### config.mk
export PLATFORM = sky130hd
export DESIGN_NAME = fig_ram
export DESIGN_NICKNAME = d
export VERILOG_FILES = /design/src/rtl/fig_ram.sv
export SDC_FILE = /design/constraint.sdc
export NUM_CORES = 1
export LEC_CHECK = 0
export CORE_MARGIN = 2
export CORE_UTILIZATION = 40
export CTS_BUF_LIST = sky130_fd_sc_hd__clkbuf_16
export DETAILED_ROUTE_END_ITERATION = 16
export DONT_BUFFER_PORTS = 1
export GPL_ROUTABILITY_DRIVEN = 0
export GPL_TIMING_DRIVEN = 0
export SYNTH_ARGS = -nofsm -noshare
export SYNTH_HDL_FRONTEND = slang
export SYNTH_SLANG_ARGS = --single-unit
export TNS_END_PERCENT = 1
### constraint.sdc
create_clock -name clk_i -period 5.7 [get_ports clk_i]
set_input_delay 0.855 -clock clk_i [delete_from_list [all_inputs] [get_ports clk_i]]
set_output_delay 0.855 -clock clk_i [all_outputs]
set_load 0.005 [all_outputs]
### src/rtl/fig_ram.sv
`default_nettype none
// -----------------------------------------------------------------------------
// fig_ram: single-port synchronous RAM
// One access per cycle, write or read; read data is registered and holds
// until the next read.
// -----------------------------------------------------------------------------
module fig_ram #(
  parameter int unsigned WIDTH = 32,
  parameter int unsigned DEPTH = 16
) (
  input  logic                     clk_i,
  input  logic                     en_i,
  input  logic                     we_i,
  input  logic [$clog2(DEPTH)-1:0] addr_i,
  input  logic [WIDTH-1:0]         wdata_i,
  output logic [WIDTH-1:0]         rdata_o
);

  logic [WIDTH-1:0] mem_q [0:DEPTH-1];
  logic [WIDTH-1:0] rdata_q;

  always_ff @(posedge clk_i) begin
    if (en_i) begin
      if (we_i) begin
        mem_q[addr_i] <= wdata_i;
      end else begin
        rdata_q <= mem_q[addr_i];
      end
    end
  end

  assign rdata_o = rdata_q;

endmodule
`default_nettype wire

==> metrics.md <==
| Metric | Value |
|---|---|
| Clock buffer depth | `3` |
| Post-synthesis register bit count | `544` |
| # rows | `82` |
| Crit path max-delay cell type | `nor3_2` |
| Hold_buf cts | `0` |
| Comb pwr share | `0.037` |
| Final setup fails | `0` |
| Sw frac | `0.201` |
| FILL cells | `4141` |
| NetSw | `0.00164 W` |
| # diodes | `0` |
| Clock power frac | `0.413` |
| Syn Inst Count | `844` |
| GRT Overall Usage | `0.172` |
| Reg2reg start | `mem_q[3][31]` |
| Clock transition at path regs | `0.06 ns` |
| # clock sinks | `544` |
| Pin count of the biggest net entering global routing | `24` |
| Max-Cap Viols | `0` |
| Worst Setup EP | `mem_q[3][18]` |
| Layout Nets | `968` |
| Die width | `229 um` |
| First-pass GRT wire length | `64900 um` |
| Achievable Freq | `0.287 GHz` |
| Period Utilization, post-route | `0.612` |
| Cell taking the most area after synthesis | `edfxtp_1` |
| Area taken by multi-input logic gates | `0.00374 mm^2` |
| Synth top area share | `0.808` |
| Critical path class | `input port to flop` |
| Core region area | `0.0501 mm^2` |
| DRT Pass-1 Iters | `5` |
| Layout cells sized above 1 | `0.278` |
| Final WL | `44700 um` |
| Vias in the first global route | `9491` |
| Slew @ Worst Pin | `1.02 ns` |
| Area contributors post-synth | `edfxtp_1, mux4_2, a22oi_1, nand2_1, clkbuf_1` |
| CTS tree | `done` |
| Yosys warns | `0` |
| Tot Pwr | `0.00815 W` |
| Final setup skew | `0.0104 ns` |
| Max-slew headroom | `0.321` |
| Port buffer count | `0` |
| Final Hold Fails | `0` |
| WL per Instance | `27.3 um` |
| Cell Area, Synth | `0.0202 mm^2` |
| Kind of start point of the critical path | `input port` |
| Int Power | `0.00651 W` |
| Die Y | `229 um` |
| Sequential share of power | `0.550` |
| CP cell instances | `buf_2 > buf_2 > buf_1 > nand4_1 > nor3_2 > buf_6 > buf_6 > buf_6` |
| Finished Layout Cells | `1636` |
| Initial antenna violation count | `0` |
| IO Pins | `71` |
| Crit path largest cell delay | `0.75 ns` |
| Syn nets | `883` |
| Worst-Skew Late Latency | `0.59 ns` |
| Commonest cells after routing, fill and taps aside | `edfxtp_1, mux4_2, a22oi_1, clkbuf_16, nand2_1` |
| Post-cts gate resize count | `0` |
| DP HPWL | `27400 um` |
| Routed vias | `9042` |
| Count of cell types in the netlist | `17` |
| Crit path time final | `3.49 ns` |
| Power density over the cells | `350 mW/mm^2` |
| # H-tree levels | `2` |
| Syn-to-layout area delta | `15.3%` |
| Outcome | `finished, final reports clean` |
| Commonest non-fill, non-tap cell in the layout | `edfxtp_1` |
| IR drop worst, VDD | `212 uV` |
| Pleak | `7.24 nW` |
| Die ar. | `0.0524 mm^2` |
| Antenna-violating nets left | `0` |
| Critical path arrival | `3.77 ns` |
| Critical Path Most Common Cell | `buf_6` |
| Overflow after GRT | `0` |
| Crit-path max FO | `10` |
| Storage element area | `0.0163 mm^2` |
| RSZ-0062 raised after global routing | `no` |
| Critical Path RT | `5.99 ns` |
| Setup crit start | `addr_i[1]` |
| # Post-CTS Setup Buffers | `0` |
| Root Driver | `clkbuf_16` |
| Post-synthesis sequential area ratio | `0.808` |
| Routed vias/inst | `5.53` |
| Slew Viols, Final | `0` |
| Crit end category | `flop` |
| CTS Buf Count | `54` |
| Reg2Reg Depth | `3` |
| Post-route DRC | `0` |
| Hold WC Path Type | `input port to flop` |
| Avg Synthesized Cell Area | `24.0 um^2` |
| Worst r2r dst | `rdata_o[31]` |
| Inst Count DP | `1545` |
| Reg2Reg Setup Slack | `4.16 ns` |
| Starting Density | `0.404` |
| Iteration-0 DRC Markers | `1127` |
==> how the worst min path moves through the flow <==
stage                  from           end  slack, ns  cells after the start
6_report        wdata_i[10]  mem_q[9][10]       0.36                      0
5_1_grt         wdata_i[15]  mem_q[0][15]       0.33                      0
4_1_cts         wdata_i[11]  mem_q[9][11]       0.32                      0
3_5_place_dp   mem_q[15][5]    rdata_o[5]       0.75                      3
3_3_place_gp   mem_q[14][5]    rdata_o[5]       0.74                      3
2_1_floorplan  mem_q[14][0]    rdata_o[0]       0.71                      3
==> logic make-up after synthesis <==
kind of cell	share of synthesized area
mux	0.143
buf+inv	0.0126
flops	0.808
simple gates	0.0131
compound gates	0.0238
==> worst max-delay path, delay by kind of cell <==
| family | cells | cell delay [ns] |
|---|---|---|
| AND/OR/NAND/NOR | 2 | 1.30 |
| buffers and inverters | 6 | 1.61 |
==> synth_stat cells <==
master / instances
nor2_1: 13
and2_1: 1
buf_1: 1
nand2b_1: 2
edfxtp_1: 544
buf_6: 8
buf_2: 11
buf_4: 1
nand4_1: 1
nand2_1: 34
or3_1: 1
nand4b_1: 2
a22oi_1: 64
nor2b_1: 3
nor3_1: 4
mux4_2: 128
clkbuf_1: 26
==> per-layer routing <==
layer  global-route usage  up-vias  part of all wire
li1                     -     3792                 -
met3               0.0354       80             0.063
met5                    0        -                 0
met1                0.238     4863              0.42
met4               0.0515        0             0.024
met2                0.279      307              0.49
==> state kept, by name, indices dropped and copies added (netlist names) <==
register / count
mem_q: 512
rdata_o: 32
==> area by class of cell <==
type | count | area share
clock buffers | 55 | 0.0590
flip-flops and latches | 544 | 0.701
plain buffers | 47 | 0.0109
repair buffers | 29 | 0.0207
clock inverters | 36 | 0.0119
multi-input cells | 253 | 0.161
well taps | 672 | 0.0361
==> per-stage QoR <==
stage	hold WS [ns]	instance area, um^2	worst slack [ns]	util	TNS [ns]
after floorplan	0.710	20200	1.31	-	0
after global placement	0.737	21100	-1.79	0.421	-225.88
after detailed placement	0.748	21700	1.53	0.433	0
after CTS	0.324	23300	2.13	0.466	0
after global routing	0.330	23300	2.04	0.466	0
final	0.359	23300	2.21	0.466	0
==> power groups by stage <==
stage	Combinational [W]	Clock [W]	Sequential (W)
floorplan	0.000203	0	0.00456
global route	0.000325	0.00359	0.00448
detailed placement	0.000310	0	0.00457
global placement	0.000294	0	0.00457
CTS	0.000311	0.00343	0.00448
finish	0.000303	0.00337	0.00448
(Power assumes the default switching activity.)
